## src/assert_macros.svh

```systemverilog
// Assertion macros for the compressor modules; only the back end uses them.
// Depends on nothing; modules take it by include.
`ifndef ASSERT_MACROS_SVH
`define ASSERT_MACROS_SVH

// A condition that must hold in the same cycle as its trigger.
`define ASSERT_SAME(label, clk, rst, pre, post, msg) \
   label: assert property (@(posedge clk) disable iff (rst) (pre) |-> (post)) \
      else $error(msg);

// A condition that must hold in the cycle after its trigger.
`define ASSERT_NEXT(label, clk, rst, pre, post, msg) \
   label: assert property (@(posedge clk) disable iff (rst) (pre) |=> (post)) \
      else $error(msg);

`endif

```

## src/lzwc_pkg.sv

```systemverilog
// Package of the LZW compressor: widths, constants, transaction types and the hash.
// Depends on nothing; every module imports it.
package lzwc_pkg;

   localparam int CODE_BITS   = 12;
   localparam int BYTE_BITS   = 8;
   localparam int KEY_BITS    = CODE_BITS + BYTE_BITS;
   localparam int FIRST_CODE  = 256;
   localparam int CODE_LIMIT  = 1 << CODE_BITS;
   localparam int TABLE_DEPTH = CODE_LIMIT;
   localparam int EPOCH_BITS  = 8;
   localparam int QUEUE_DEPTH = 4;
   localparam int PTR_BITS    = $clog2(QUEUE_DEPTH);
   localparam int COUNT_BITS  = PTR_BITS + 1;

   typedef struct packed {
      logic [BYTE_BITS-1:0] data_byte;
      logic                 end_of_line;
   } req_type;

   typedef struct packed {
      logic [CODE_BITS-1:0] out_code;
      logic                 last_code;
   } rsp_type;

   typedef struct packed {
      req_type req;
      logic    first;
   } work_type;

   typedef struct packed {
      logic     valid;
      work_type work;
   } work_queue_type;

   typedef struct packed {
      logic [EPOCH_BITS-1:0] epoch;
      logic [KEY_BITS-1:0]   key;
      logic [CODE_BITS-1:0]  code;
   } slot_type;

   typedef struct packed {
      logic room;
   } out_status_type;

   typedef struct packed {
      logic sweeping;
   } back_status_type;

   function automatic logic [CODE_BITS-1:0] slot_hash(input logic [CODE_BITS-1:0] phrase,
                                                      input logic [BYTE_BITS-1:0] data);
      return phrase ^ (CODE_BITS'(data) << (CODE_BITS - BYTE_BITS));
   endfunction

endpackage

```

## src/lzwc_out.sv

```systemverilog
// Result queue: holds emitted codes until the consumer pops them.
// Depends on lzwc_pkg.
module lzwc_out
   import lzwc_pkg::*;
(
   input  logic           clock,
   input  logic           reset,
   input  logic           push,
   input  rsp_type        push_data,
   output out_status_type status,
   output logic           empty,
   input  logic           pop,
   output rsp_type        rsp_data
);

   rsp_type                slots_ff [QUEUE_DEPTH];
   logic [PTR_BITS-1:0]    wr_ptr_ff, wr_ptr_in;
   logic [PTR_BITS-1:0]    rd_ptr_ff, rd_ptr_in;
   logic [COUNT_BITS-1:0]  count_ff, count_in;
   logic                   take;

   assign empty       = (count_ff == '0);
   assign take        = pop && !empty;
   assign rsp_data    = slots_ff[rd_ptr_ff];
   // Room for the two codes that one byte can produce.
   assign status.room = (count_ff <= COUNT_BITS'(QUEUE_DEPTH - 2));

   always_comb begin
      wr_ptr_in = push ? wr_ptr_ff + 1'b1 : wr_ptr_ff;
      rd_ptr_in = take ? rd_ptr_ff + 1'b1 : rd_ptr_ff;
      count_in  = count_ff + COUNT_BITS'(push) - COUNT_BITS'(take);
   end

   always_ff @(posedge clock) begin
      if (reset) begin
         wr_ptr_ff <= '0;
         rd_ptr_ff <= '0;
         count_ff  <= '0;
      end else begin
         wr_ptr_ff <= wr_ptr_in;
         rd_ptr_ff <= rd_ptr_in;
         count_ff  <= count_in;
      end
   end

   always_ff @(posedge clock) begin
      if (push) begin
         slots_ff[wr_ptr_ff] <= push_data;
      end
   end

endmodule

```

## config.mk

```make
export PLATFORM = sky130hd
export DESIGN_NAME = lzwc_out
export DESIGN_NICKNAME = d
export VERILOG_FILES = /design/src/assert_macros.svh /design/src/lzwc_pkg.sv /design/src/lzwc_out.sv
export SDC_FILE = /design/constraint.sdc
export NUM_CORES = 1
export LEC_CHECK = 0
export BUFFER_PORTS_ARGS = -buffer_cell sky130_fd_sc_hd__buf_2
export CAP_MARGIN = 20
export CORE_MARGIN = 4
export CORE_UTILIZATION = 60
export DETAILED_ROUTE_END_ITERATION = 8
export GPL_TIMING_DRIVEN = 0
export PLACE_DENSITY = 0.92
export SYNTH_ARGS = -nofsm -noshare
export SYNTH_HDL_FRONTEND = slang
export SYNTH_SLANG_ARGS = --single-unit
```

## constraint.sdc

```tcl
create_clock -name clock -period 4.8 [get_ports clock]
set_input_delay 0.96 -clock clock [delete_from_list [all_inputs] [get_ports clock]]
set_output_delay 0.96 -clock clock [all_outputs]
set_load 0.01 [all_outputs]
```

[Word level (Yosys, flattened, before mapping)]
Memories as Yosys holds them, arrays and structs flattened. A register that Yosys moved wholly into a read port is not among the register bits.
Cells that the tools add are included.
Storage, ports and cells
  input port bits: 17
  memories: 1
  flip-flop bits (word level): 7
  logic and storage cells: 16
  bits in writable memories: 52
Memory list
  slots_ff: depth 4, bits a word 13, rd ports 1, clocked after memory_dff 1, write ports 1, line lzwc_out.sv:16  | rsp_type slots_ff [QUEUE_DEPTH];
Cells by class
  reductions and logical operators: 3
  add/sub/neg operators: 4
  multiplexer cells: 4
  $lt $le $gt $ge: 1
Operators by type and width (number)
  $add A2 B1 Y2 const B: 2
  $mux W2: 2
  $add A3 B1 Y3: 1
  $le A3 B2 Y1 const B: 1
  $logic_not A3 Y1: 1
  $sub A3 B1 Y3: 1
  $mux W1: 2
  $logic_and A1 B1 Y1: 1
  $logic_not A1 Y1: 1

[Depth between registers and ports, before layout]
  depth in word-level cells: 5
  gate-level depth with buffers: 8
  mapped depth without buffers: 8

[Least setup slack after synthesis]
Ideal clock, no wire load.
  path kind: in2reg
  start: input port pop
  end: register count_ff[2]
  path slack: 2.552 ns
  stages on the path: 8
  arrival time: 2.122 ns
  path buffers: 0
  data required time: 4.674 ns
  cells stage by stage: o31a_1 -> ha_1 -> inv_1 -> ha_1 -> inv_1 -> fa_1 -> xnor2_1 -> nor2_1
Between the ends
  word-level cells in the longest chain between the ends: 2
Ends and longest elaborated chain
  from (decl): line lzwc_out.sv:12  | input logic pop,
  $logic_and A1 B1 Y1: line lzwc_out.sv:23  | assign take = pop && !empty;
  $sub A3 B1 Y3: line lzwc_out.sv:31  | count_in = count_ff + COUNT_BITS'(push) - COUNT_BITS'(take);
  to (signal assigned): line lzwc_out.sv:42  | count_ff <= count_in;
  to (decl): line lzwc_out.sv:19  | logic [COUNT_BITS-1:0] count_ff, count_in;
Every way passes these cells.
A chain may end at the register's enable or synchronous reset.

==> out/results.ini <==
[die]
io_pins=32
dieArea_um2=5000
num_rows=22
core_um2=3720
dieWidth_um=70.7
floorplan.initialDensity=0.635
die_y_um=70.7

[clock_network]
cts-root-buf=clkbuf_8
ctsHoldBuffers=0
cts_resized=0
htree_levels=3
cts_inserted_buffers=9
cts_setup_buffers=0
clkTransAtPathRegs_ns=0.06
cts_buffer_depth=2
clk-insertion-delay-late_ns=0.31
cts.sinks=61
cts_tree=yes

[min_path]
hold_path_class=flop to flop
hold_depth=2

[finish]
layout.nets=181
regArea_um2=1740
multiInputGateArea_um2=571
area_delta_synth_final_pct=15.3
diodes=0
nFillCells=226
drive_gt1_frac=0.342

[routing]
first_pass_iters=4
drc=0
drt-total-wl_mm=3.78
via_per_inst=5.45
vias=1139
wl_per_cell_um=18.1
drt_iter0_drc=92
ant_nets=0

[critical_path]
critical_path_class=flop to output pin
endpoint_kind=output pin
start_kind=flop
path_cells=buf_6 -> mux4_2 -> buf_2
path_depth=3
cp_max_fo=10
cp.arrival_ns=1.66
crit_family=multiplexers
critPathBufInv=2
crit_required_ns=3.84
r2r_cells=8
slowest_stage=mux4_2
max_stage_delay_ns=0.52

[logic_synthesis]
synthCells=115
syn_nets=140
syn-cell-area_um2=2360
syn_avg_cell_area_um2=20.5
synth_seq_cells=61
yosysWarningCount=0
yosysSeqAreaShare=0.738
synthDistinctLibCells=20

[grt]
grt_pass1_vias=1304
antenna_found_initial=0
grt_overflow=0
grt_max_degree=14
track_usage=0.174
grt_pass1_wl_mm=6.40

[power_and_ir_drop]
power_switching_mw=0.332
p_int_mw=0.949
share_comb_of_total_power=0.224
p_leak_nw=0.978
power.density_nw_per_um2=471
swShare=0.259
p_clk_frac=0.270
peakVddDrop_mv=0.327
share_seq_of_total_power=0.505
total_power_mw=1.28

[sta]
fmax_mhz=381
period_share=0.547
fin_skew_ns=0.00408
setup_tns_ns=0
final_hold_viol_count=0
drv_slew=0
worst_pin_slew_ns=0.690
final-setup-viol-count=0
period_minus_slack_ns=2.62
slew_headroom=0.540
rsz0062_at_grt=false

[place]
routabilityCongestion=0.739
hpwlAfterDp_mm=2.61
io_buffers=30

[flow_run]
maxCapViolCount=0

[status]
outcome=finished clean

-- state kept, by name, summed over array words and instances, names as in the netlist, named ones only --
register / flops
rd_ptr_ff: 2
slots_ff: 52
count_ff: 3
wr_ptr_ff: 2
-- metal layers --
| metal | share of wire | track usage | up-vias | routed length [um] |
|---|---|---|---|---|
| met3 | 0.047 | 0.0611 | 6 | 177 |
| met5 | 0 | 0 | - | 0 |
| li1 | - | - | 534 | - |
| met2 | 0.58 | 0.308 | 29 | 2180 |
| met4 | 0.0085 | 0.0710 | 0 | 32 |
| met1 | 0.37 | 0.190 | 570 | 1390 |
-- path summary, 6_finish.rpt --
path                start            to  slack, ns
max                  flop   rsp_data[1]       2.18
min          wr_ptr_ff[1]  wr_ptr_ff[1]       0.56
max reg2reg   count_ff[1]   count_ff[2]       2.76
min reg2reg  wr_ptr_ff[1]  wr_ptr_ff[1]       0.56
-- synth_stat cells --
| master | n | area share |
|---|---|---|
| mux4_2 | 10 | 0.095 |
| buf_2 | 1 | 0.0021 |
| o31a_1 | 1 | 0.0037 |
| mux2_2 | 3 | 0.014 |
| mux2i_1 | 1 | 0.0042 |
| buf_6 | 1 | 0.0048 |
| and2_1 | 4 | 0.011 |
| fa_1 | 1 | 0.0085 |
| xnor2_1 | 2 | 0.0074 |
| nor2b_1 | 3 | 0.0080 |
| ha_1 | 7 | 0.037 |
| nor2_1 | 6 | 0.0095 |
| edfxtp_1 | 52 | 0.66 |
| dfxtp_1 | 9 | 0.076 |
| nor3_1 | 1 | 0.0021 |
| inv_1 | 7 | 0.011 |
| o311ai_0 | 1 | 0.0037 |
| mux4_1 | 3 | 0.033 |
| a31o_2 | 1 | 0.0037 |
| clkbuf_1 | 1 | 0.0016 |
-- kinds of logic (layout without fill, tap and decap cells) --
family | Yosys count | in the layout | synth area share
flip-flops | 61 | 61 | 0.738
multiplexers | 17 | 17 | 0.147
AND/OR/NAND/NOR | 14 | 14 | 0.0302
buffers and inverters | 10 | 56 | 0.0196
adder cells (fa/ha/maj) | 8 | 8 | 0.0456
AO/OA/AOI/OAI | 3 | 3 | 0.0111
XOR/XNOR | 2 | 2 | 0.00743
-- power by group through the flow --
| stage | combinational [mW] | clock [mW] | sequential [mW] |
|---|---|---|---|
| 4_1_cts | 0.292 | 0.352 | 0.647 |
| 3_5_place_dp | 0.291 | 0 | 0.658 |
| 6_report | 0.288 | 0.346 | 0.647 |
| 3_3_place_gp | 0.270 | 0 | 0.653 |
| 2_1_floorplan | 0.200 | 0 | 0.649 |
| 5_1_grt | 0.320 | 0.385 | 0.650 |
-- area by class of cell --
| class | instances | share of cell area |
|---|---|---|
| flip-flops and latches | 61 | 0.641 |
| repair buffers | 30 | 0.0552 |
| clock inverters | 4 | 0.00552 |
| plain buffers | 3 | 0.00736 |
| clock buffers | 12 | 0.0497 |
| well taps | 48 | 0.0221 |
| inverters | 7 | 0.00966 |
| multi-input cells | 44 | 0.210 |
-- tightest hold or removal path: stages (launching register included) --
cell,delay [ns]
dfxtp_1,0.34
mux2i_1,0.13
nor2_1,0.05
-- layout by cell type (no fill, tap or decap) --
cell type,instances
o31a_1,1
nor2_1,6
clkbuf_1,4
mux2i_1,1
fa_1,1
a31o_2,1
inv_1,7
xnor2_1,2
mux4_1,3
ha_1,7
buf_6,1
edfxtp_1,52
mux4_2,10
clkbuf_8,9
dfxtp_1,9
mux2_2,3
nor2b_1,3
clkinv_1,4
buf_2,31
nor3_1,1
o311ai_0,1
and2_1,4
-- metrics by stage --
stage	setup slack, ns	instance area (um^2)	util	std cells	hold slack [ns]
detailed placement	2.31	2570	0.691	193	0.549
global route	2.08	2720	0.732	209	0.613
floorplan	2.55	2360	-	115	0.514
global placement	2.40	2570	0.691	193	0.526
CTS	2.16	2720	0.732	209	0.559
finish	2.18	2720	0.732	209	0.557
Note: power is estimated with default switching activity, not from simulation.
