<file path="src/assert_macros.svh">
// Assertion macros for the compressor modules; only the back end uses them.
// Depends on nothing; modules take it by include.
`ifndef ASSERT_MACROS_SVH
`define ASSERT_MACROS_SVH

// A condition that must hold in the same cycle as its trigger.
`define ASSERT_SAME(label, clk, rst, pre, post, msg) \
   label: assert property (@(posedge clk) disable iff (rst) (pre) |-> (post)) \
      else $error(msg);

// A condition that must hold in the cycle after its trigger.
`define ASSERT_NEXT(label, clk, rst, pre, post, msg) \
   label: assert property (@(posedge clk) disable iff (rst) (pre) |=> (post)) \
      else $error(msg);

`endif

</file>
<file path="src/lzwc_pkg.sv">
// Package of the LZW compressor: widths, constants, transaction types and the hash.
// Depends on nothing; every module imports it.
package lzwc_pkg;

   localparam int CODE_BITS   = 12;
   localparam int BYTE_BITS   = 8;
   localparam int KEY_BITS    = CODE_BITS + BYTE_BITS;
   localparam int FIRST_CODE  = 256;
   localparam int CODE_LIMIT  = 1 << CODE_BITS;
   localparam int TABLE_DEPTH = CODE_LIMIT;
   localparam int EPOCH_BITS  = 8;
   localparam int QUEUE_DEPTH = 4;
   localparam int PTR_BITS    = $clog2(QUEUE_DEPTH);
   localparam int COUNT_BITS  = PTR_BITS + 1;

   typedef struct packed {
      logic [BYTE_BITS-1:0] data_byte;
      logic                 end_of_line;
   } req_type;

   typedef struct packed {
      logic [CODE_BITS-1:0] out_code;
      logic                 last_code;
   } rsp_type;

   typedef struct packed {
      req_type req;
      logic    first;
   } work_type;

   typedef struct packed {
      logic     valid;
      work_type work;
   } work_queue_type;

   typedef struct packed {
      logic [EPOCH_BITS-1:0] epoch;
      logic [KEY_BITS-1:0]   key;
      logic [CODE_BITS-1:0]  code;
   } slot_type;

   typedef struct packed {
      logic room;
   } out_status_type;

   typedef struct packed {
      logic sweeping;
   } back_status_type;

   function automatic logic [CODE_BITS-1:0] slot_hash(input logic [CODE_BITS-1:0] phrase,
                                                      input logic [BYTE_BITS-1:0] data);
      return phrase ^ (CODE_BITS'(data) << (CODE_BITS - BYTE_BITS));
   endfunction

endpackage

</file>
<file path="src/lzwc_front.sv">
// Front end: accepts bytes, marks the first byte of each line, and queues them.
// Depends on lzwc_pkg.
module lzwc_front
   import lzwc_pkg::*;
(
   input  logic           clock,
   input  logic           reset,
   input  logic           push,
   input  req_type        req_data,
   input  logic           blocked,
   output logic           full,
   input  logic           pop,
   output work_queue_type head
);

   work_type               slots_ff [QUEUE_DEPTH];
   logic [PTR_BITS-1:0]    wr_ptr_ff, wr_ptr_in;
   logic [PTR_BITS-1:0]    rd_ptr_ff, rd_ptr_in;
   logic [COUNT_BITS-1:0]  count_ff, count_in;
   logic                   in_line_ff, in_line_in;
   logic                   accept;
   logic                   take;

   assign full   = (count_ff == COUNT_BITS'(QUEUE_DEPTH)) || blocked;
   assign accept = push && !full;
   assign take   = pop && (count_ff != '0);

   assign head.valid = (count_ff != '0);
   assign head.work  = slots_ff[rd_ptr_ff];

   always_comb begin
      wr_ptr_in  = accept ? wr_ptr_ff + 1'b1 : wr_ptr_ff;
      rd_ptr_in  = take ? rd_ptr_ff + 1'b1 : rd_ptr_ff;
      count_in   = count_ff + COUNT_BITS'(accept) - COUNT_BITS'(take);
      in_line_in = accept ? !req_data.end_of_line : in_line_ff;
   end

   always_ff @(posedge clock) begin
      if (reset) begin
         wr_ptr_ff  <= '0;
         rd_ptr_ff  <= '0;
         count_ff   <= '0;
         in_line_ff <= 1'b0;
      end else begin
         wr_ptr_ff  <= wr_ptr_in;
         rd_ptr_ff  <= rd_ptr_in;
         count_ff   <= count_in;
         in_line_ff <= in_line_in;
      end
   end

   always_ff @(posedge clock) begin
      if (accept) begin
         slots_ff[wr_ptr_ff].req   <= req_data;
         slots_ff[wr_ptr_ff].first <= !in_line_ff;
      end
   end

endmodule

</file>
<file path="config.mk">
export PLATFORM = sky130hd
export DESIGN_NAME = lzwc_front
export DESIGN_NICKNAME = d
export VERILOG_FILES = /design/src/assert_macros.svh /design/src/lzwc_pkg.sv /design/src/lzwc_front.sv
export SDC_FILE = /design/constraint.sdc
export NUM_CORES = 1
export LEC_CHECK = 0
export BUFFER_PORTS_ARGS = -buffer_cell sky130_fd_sc_hd__clkbuf_2
export CAP_MARGIN = 40
export CORE_MARGIN = 5
export CORE_UTILIZATION = 56
export CTS_CLUSTER_DIAMETER = 30
export DETAILED_ROUTE_END_ITERATION = 8
export HOLD_SLACK_MARGIN = 0.05
export PLACE_DENSITY = 0.78
export SLEW_MARGIN = 20
export SYNTH_ARGS = -nofsm -noshare
export SYNTH_HDL_FRONTEND = slang
export SYNTH_SLANG_ARGS = --single-unit
</file>
<file path="constraint.sdc">
create_clock -name clock -period 3.3 [get_ports clock]
set_clock_uncertainty 0.15 [all_clocks]
set_input_delay 0.495 -clock clock [delete_from_list [all_inputs] [get_ports clock]]
set_output_delay 0.495 -clock clock [all_outputs]
set_load 0.1 [all_outputs]
</file>
# Yosys cells after proc, flatten, opt, wreduce, memory -nomap -nowiden
# Memory sizes are Yosys's and may differ from the RTL's. A register that Yosys moved wholly into a read port is not among the register bits.
# Index checks and enable logic that the tools add are counted.
[classes]
add_sub_neg = 4
n_eq_ne = 1
div_mod_pow = 0
mul = 0
reduce_logical = 7
bitwise_logic = 0
order_cmp = 0
shifts = 0
n_mux = 4
[op_table]
columns = ["op", "count"]
rows = [
  ["$add A2 B1 Y2 const B", 2],
  ["$mux W2", 2],
  ["$add A3 B1 Y3", 1],
  ["$eq A3 B3 Y1 const B", 1],
  ["$logic_not A1 Y1", 3],
  ["$reduce_bool A3 Y1", 1],
  ["$sub A3 B1 Y3", 1],
  ["$logic_and A1 B1 Y1", 2],
  ["$mux W1", 2],
  ["$logic_or A1 B1 Y1", 1],
]
[word_totals]
ramBits = 40
output_inout_bits = 12
elab_cells = 21
n_memories = 1
inputBits = 14
reg_bits = 8
rom_bits = 0
latchBits = 0
[memory_table]
columns = ["name", "words", "word_bits", "read_ports", "rd_ports_with_merged_regs", "wr", "line", "rtl"]
rows = [
  ["slots_ff", 4, 10, 1, 1, 1, "lzwc_front.sv:16", "work_type slots_ff [QUEUE_DEPTH];"],
]

# Logic depth before layout (Yosys ltp)
# Gate-level depths: netlist of the first run.
[logic_depth]
ltp_word = 6
ltp_mapped = 11
mapped_depth_nobuf = 11

# Worst setup path before layout of the first run
# Ideal clock, no wire load.
[synth_timing]
path_type = "input to register"
start = "input blocked"
end = "register count_ff[2]"
t_arrival_ns = 2.179
cell_stages = 11
setup_slack_ns = 0.893
setup_time_ns = 0.078
path_cell_list = "nand2b_1 -> a21oi_4 -> inv_1 -> ha_1 -> inv_1 -> ha_1 -> inv_1 -> fa_1 -> xor2_1 -> and2_1 -> nor3_1"
[synth_between]
elab_chain_len = 5
[synth_lines]
columns = ["item", "line", "rtl"]
rows = [
  ["from (decl)", "lzwc_front.sv:10", "input logic blocked,"],
  ["$logic_or A1 B1 Y1", "lzwc_front.sv:24", "assign full = (count_ff == COUNT_BITS'(QUEUE_DEPTH)) || blocked;"],
  ["$logic_not A1 Y1", "lzwc_front.sv:25", "assign accept = push && !full;"],
  ["$logic_and A1 B1 Y1", "lzwc_front.sv:25", ""],
  ["$add A3 B1 Y3", "lzwc_front.sv:34", "count_in = count_ff + COUNT_BITS'(accept) - COUNT_BITS'(take);"],
  ["$sub A3 B1 Y3", "lzwc_front.sv:34", ""],
  ["to (signal assigned)", "lzwc_front.sv:47", "count_ff <= count_in;"],
  ["to (decl)", "lzwc_front.sv:19", "logic [COUNT_BITS-1:0] count_ff, count_in;"],
]
# No other way between the ends.
# A chain may end at the register's enable or synchronous reset.

==> impl_results.md, run 1 <==
- Outcome: finished clean
- Setup WS pre-CTS: just over 600 ps
- CTS tree: yes
- Nets: around 160
- Arr. time, crit path: about 2100 ps
- Core area: approximately 3400 um^2
- Routed Antenna Nets: 0
- Data required, critical path: between 2000 and 3000 ps
- Drt first pass iters: 4
- Final Cycle Share: roughly 84%
- Multi-input logic area: approximately 560 um^2
- Postcts setup bufs: 0
- Mapped Nets: approximately 130
- Syn Inst Count: approximately 110
- Cell row count: 21
- Synthesis-stage register bit count: 50
- CTS clk-pin slew, worst paths: around 130 ps
- Fin Setup TNS: 0 ps
- RSZ-0062 raised after global routing: no
- CTS buffer count: 5
- Depth of the most critical reg-to-reg path: 11
- Avg Cell Area, Syn: around 19 um^2
- Worst slew pin tran: about 630 ps
- # diodes: 0
- Clk Latency, worst-skew pair: about 350 ps
- CTS HTree Levels: 2
- Crit-path max cell delay: between 700 and 800 ps
- Final setup vio count: 0
- Worst Hold Depth: 1
- Worst IR Drop VDD: around 0.6 mV
- Crit. End Element: primary output
- Yosys warnings: 0
- Worst Setup Slack, final: roughly 500 ps
- Via count: slightly below 1000
- DRT Wirelength: around 3 mm
- Fill cells: about 260
- # IOs: 26
- Clock sink total: 50
- Post-CTS Hold Buffers: 0
- Die ar.: 4880 um^2
- CTS resizes: 0
- Layout Cell Area excl Fill: about 2200 um^2
- Antenna violations before repair: 0
- Reg2Reg Launch Point: count_ff[1]$_SDFF_PP0_
- Vias in the first global route: between 1000 and 1500
- Worst reg2reg endpoint: count_ff[2]$_SDFF_PP0_
- Reg area: about 1400 um^2
- Layout overhead on the synthesized area: 11.0%
- Worst setup SP type: flop
- Slew Viols, Final: 0
- Final Hold Vio Count: 0
- Hold Path Sink: slots_ff[0][3]$_DFFE_PP_
- Most common cell after layout, fill and taps aside: edfxtp_1
- Number of port buffers: 25
- Max-Cap Viols: 0
- Routability-driven placement congestion ratio: 0.713
- Grt total ovfl: 0
- Critical path class: reg -> out
- Power per standard cell area: around 840 nW/um^2
- Drt drc: 0
- Share of cells above drive strength 1: between 30 and 40%
- Iteration-0 DRC Markers: 39
- Routed wire per std cell: 16.0 um
- HP Class: in -> reg
- Critical path fanouts, max: 10
- Die Height: between 60 and 70 um
- DR vias/cell: 5.38
- Reg2Reg Setup Slack: approximately 810 ps
- Tmin final: roughly 2800 ps
- Pleak: roughly 0.8 nW
- Register area share after synthesis: about 70%
- Critical path's slowest cell: dfxtp_1
- Tot GR Track Use: between 10 and 15%
- Most frequent cells in the layout: edfxtp_1 (40), clkbuf_2 (25), dfxtp_1 (10), nor2_1 (9), mux4_2 (7)
- First-pass GRT wire length: between 5 and 6 mm
- Unique masters post-synth: 26
- Highest clock rate: around 360 MHz
- Slew headroom: between 50% and 60%
- Initial core utilization: 58.8%
- Max clock buf depth: 2
- Post-placement cell area: 2170 um^2
- Largest net degree at the start of global routing: 17
- Die X: 69.9 um
- CTS Root Cell: clkbuf_4
- Crit path cell chain: mux4_1 -> clkbuf_2
- Mapped cell area: about 2000 um^2
- Hold Startpoint: req_data[2]
## where the power goes
group / switching [W] / internal [W]
Clock: 0.000182 / 0.0000831
Combinational: 0.000592 / 0.000203
Sequential: 0.0000808 / 0.000740
## worst max path at each step
stage                        endpoint  slack (ps)  cells past startpoint
5_1_grt                       head[6]         350                      2
6_report                      head[6]         520                      2
2_1_floorplan  count_ff[2]$_SDFF_PP0_         890                     11
3_5_place_dp   count_ff[2]$_SDFF_PP0_         610                     12
3_3_place_gp   count_ff[2]$_SDFF_PP0_         740                     12
4_1_cts                       head[6]         450                      2
## worst max-delay path, delay by kind of cell, from the launching register on
kind	cells	cell delay, ps
muxes	1	640
DFF	1	750
buffers and inverters	1	390
## state kept, by name, indices dropped and copies added, names as in the netlist, named ones only
signal,count
count_ff,3
in_line_ff,1
rd_ptr_ff,2
slots_ff,40
wr_ptr_ff,2
## metrics by stage
| stage | total power [W] | util (%) | instances | hold slack (ps) |
|---|---|---|---|---|
| after global placement | 0.00162 | 63.5 | 175 | 347 |
| after CTS | 0.00191 | 65.2 | 183 | 172 |
| final | 0.00188 | 65.2 | 183 | 194 |
| after global routing | 0.00199 | 65.2 | 183 | 160 |
| after floorplan | 0.00154 | - | 107 | 329 |
| after detailed placement | 0.00164 | 63.5 | 175 | 354 |
## logic make-up after synthesis
kind of cell,synth area share [%]
buffers and inverters,2.12
and+or+nand+nor,5.67
AOI/OAI and AO/OA,2.18
muxes,13.8
DFF,69.8
xor gates and xnor gates,1.68
adders and majority gates,4.74
## metal layers
metal  part of all wire [%]  vias to the layer above  GRT usage (%)
li1                       -                      462              -
met1                     38                      494           15.5
met2                     53                       23           23.5
met3                    6.4                        6           5.02
met4                    2.1                        0           6.38
met5                      0                        -              0
## final cells by class
cell class              count  share of cell area, %
clock inverters             3                  0.955
flip-flops and latches     50                   62.9
multi-input cells          48                   25.3
inverters                   6                   1.01
clock buffers               5                   1.68
repair buffers             25                   5.61
well taps                  46                   2.58
## synthesized netlist by cell type
cell	number	share of area (%)
xnor2_2	1	0.81
edfxtp_1	40	60
nand2b_1	3	0.94
and2_1	1	0.31
ha_1	6	3.7
nor2_1	9	1.7
nor2b_1	1	0.31
mux4_1	3	3.9
nor3_1	1	0.25
clkbuf_2	1	0.25
and2_2	4	1.5
inv_1	6	1.1
a21oi_4	1	0.81
nor2_2	1	0.31
mux2i_1	1	0.50
clkbuf_1	1	0.19
buf_6	1	0.56
dfxtp_1	10	10
o311ai_1	1	0.44
xor2_1	2	0.87
a21o_2	1	0.44
mux2_4	2	1.5
fa_1	1	1.0
mux4_2	7	7.9
or3_2	1	0.37
o31a_2	1	0.50
No activity file was read; power rests on OpenSTA's default activity.
==> run 2, diff against run 1 <==
--- a/config.mk
+++ b/config.mk
@@ -8,11 +8,11 @@
 export BUFFER_PORTS_ARGS = -buffer_cell sky130_fd_sc_hd__clkbuf_2
 export CAP_MARGIN = 40
 export CORE_MARGIN = 5
-export CORE_UTILIZATION = 56
+export CORE_UTILIZATION = 50
 export CTS_CLUSTER_DIAMETER = 30
 export DETAILED_ROUTE_END_ITERATION = 8
 export HOLD_SLACK_MARGIN = 0.05
-export PLACE_DENSITY = 0.78
+export PLACE_DENSITY = 0.73
 export SLEW_MARGIN = 20
 export SYNTH_ARGS = -nofsm -noshare
 export SYNTH_HDL_FRONTEND = slang
==> constraint.sdc (replaced) <==
create_clock -name clock -period 2.5 [get_ports clock]
set_clock_uncertainty 0.15 [all_clocks]
set_input_delay 0.375 -clock clock [delete_from_list [all_inputs] [get_ports clock]]
set_output_delay 0.375 -clock clock [all_outputs]
set_load 0.1 [all_outputs]
==> run 2 against run 1 <==
Effect of this change:
- register-to-register slack got worse by 590 ps
- combinational power increased by 40%
- die area is 10% higher
- flip-flop and latch count unchanged
- wire length shrank 0.79%
==> impl_results.md, run 2 (same netlist as run 1, synthesis figures left out) <==
- Die ar.: about 5400 um^2
- Worst IR Drop VDD: 0.493 mV
- DP HPWL: 2.07 mm
- CTS Root Cell: clkbuf_8
- CTS tree: yes
- Arr. time, crit path: between 1500 and 2000 ps
- Clock network power share: between 10% and 20%
- Largest net degree at the start of global routing: 15
- RSZ-0062 raised after global routing: no
- Tmin final: 2380 ps
- Number of port buffers: 25
- Worst slew pin tran: 551 ps
- Inst Count DP: around 180
- Vias in the first global route: between 1000 and 1500
- Nets: between 150 and 200
- Power per standard cell area: between 1000 and 1500 nW/um^2
- Most common cell after layout, fill and taps aside: edfxtp_1
- # IOs: 26
- Comb power frac: 43.1%
- First-pass GRT wire length: about 4.8 mm
- CTS resizes: 0
- Drt drc: 0
- CTS buffer count: 5
- Postcts setup bufs: 0
- Clock sink total: 50
- Drt first pass iters: 2
- Slew headroom: 63.5%
- Post-CTS Hold Buffers: 0
- Critical path fanouts, max: 7
- Final setup vio count: 0
- Max clock buf depth: 2
- Final std cells w/o fill: between 150 and 200
- Outcome: finished clean
- Iteration-0 DRC Markers: 38
- Worst setup SP type: flop
- Flop pwr share: between 40% and 50%
- Final Cycle Share: between 90 and 100%
- CTS clk-pin slew, worst paths: roughly 80 ps
- Slew Viols, Final: 0
- Share of cells above drive strength 1: between 30% and 40%
- Most frequent cells in the layout: edfxtp_1 (40), clkbuf_2 (25), nor2_1 (9), dfxtp_1 (9), mux4_2 (7)
- Reg with most FFs: slots_ff
- Pleak: approximately 0.83 nW
- Internal: 0.00146 W
- Via count: just under 1000
- Die X: ~73 um
- Highest clock rate: roughly 420 MHz
- Data required, critical path: 1980 ps
- Layout overhead on the synthesized area: 13.6%
- Initial core utilization: between 50% and 60%
- Core area: roughly 4000 um^2
- Cell row count: 23
- DR vias/cell: 5.18
- Crit. End Element: primary output
- Fin Setup TNS: 0 ps
- DRT Wirelength: between 2 and 3 mm
- HP Class: in -> reg
- CTS HTree Levels: 2
- Antenna violations before repair: 0
- Net Sw Frac: between 40% and 50%
- Tot GR Track Use: between 10% and 20%
- Max-Cap Viols: 0
- P_sw: around 0.0011 W
- Top Registers: slots_ff (40), count_ff (3)
- Grt total ovfl: 0
- Largest register FFs: 40
- Routability-driven placement congestion ratio: approximately 0.71
- Final Hold Vio Count: 0
- Clk Latency, worst-skew pair: around 290 ps
- Critical path class: reg -> out
- Die Height: 73.4 um
- # diodes: 0
- Routed wire per std cell: around 15 um
- Routed Antenna Nets: 0
run 2: per-stage QoR:
step           power, W  setup WS [ps]  area, um^2  hold slack (ps)  util [%]
6_report        0.00258            116        2280              148      57.8
5_1_grt         0.00271           19.7        2280              128      57.8
4_1_cts         0.00261           78.0        2280              139      57.8
3_5_place_dp    0.00219            123        2200              360      55.7
3_3_place_gp    0.00217            208        2200              343      55.7
2_1_floorplan   0.00203            203        2010              324         -
run 2: power by group through the flow:
stage                     Sequential, W  Clock (W)  Combinational, W
after floorplan                 0.00104          0          0.000984
after global placement          0.00106          0           0.00111
after detailed placement        0.00107          0           0.00113
after CTS                       0.00105   0.000436           0.00113
after global routing            0.00106   0.000475           0.00118
final                           0.00105   0.000422           0.00111
run 2: critical path, stage by stage, from the launching register on:
cell and delay, ps:
dfxtp_1 430, buf_4 240, mux4_2 520, clkbuf_2 380
run 2: per-layer routing:
metal	wire [um]	track usage, %
met1	1200	14.9
met2	1470	20.5
met3	186	5.20
met4	41	4.23
met5	0	0
run 2: cell type report:
type | instances | area (um^2)
sequential | 50 | 1400
multi-input combinational | 48 | 563
timing repair buffer | 28 | 148
tap | 50 | 62.6
fill | 303 | 1660
clock buffer | 6 | 72.6
clock inverter | 2 | 8.76
inverter | 6 | 22.5
run 2: path summary, 6_finish.rpt:
| path | startpoint | end | slack [ps] | cells past startpoint |
|---|---|---|---|---|
| hold / removal | req_data[6] | slots_ff[3][7]$_DFFE_PP_ | 150 | 1 |
| setup reg to reg | count_ff[1]$_SDFF_PP0_ | count_ff[2]$_SDFF_PP0_ | 220 | 9 |
| setup / recovery | flop | head[0] | 120 | 3 |
| hold reg to reg | in_line_ff$_SDFFE_PP0P_ | slots_ff[2][0]$_DFFE_PP_ | 380 | 1 |
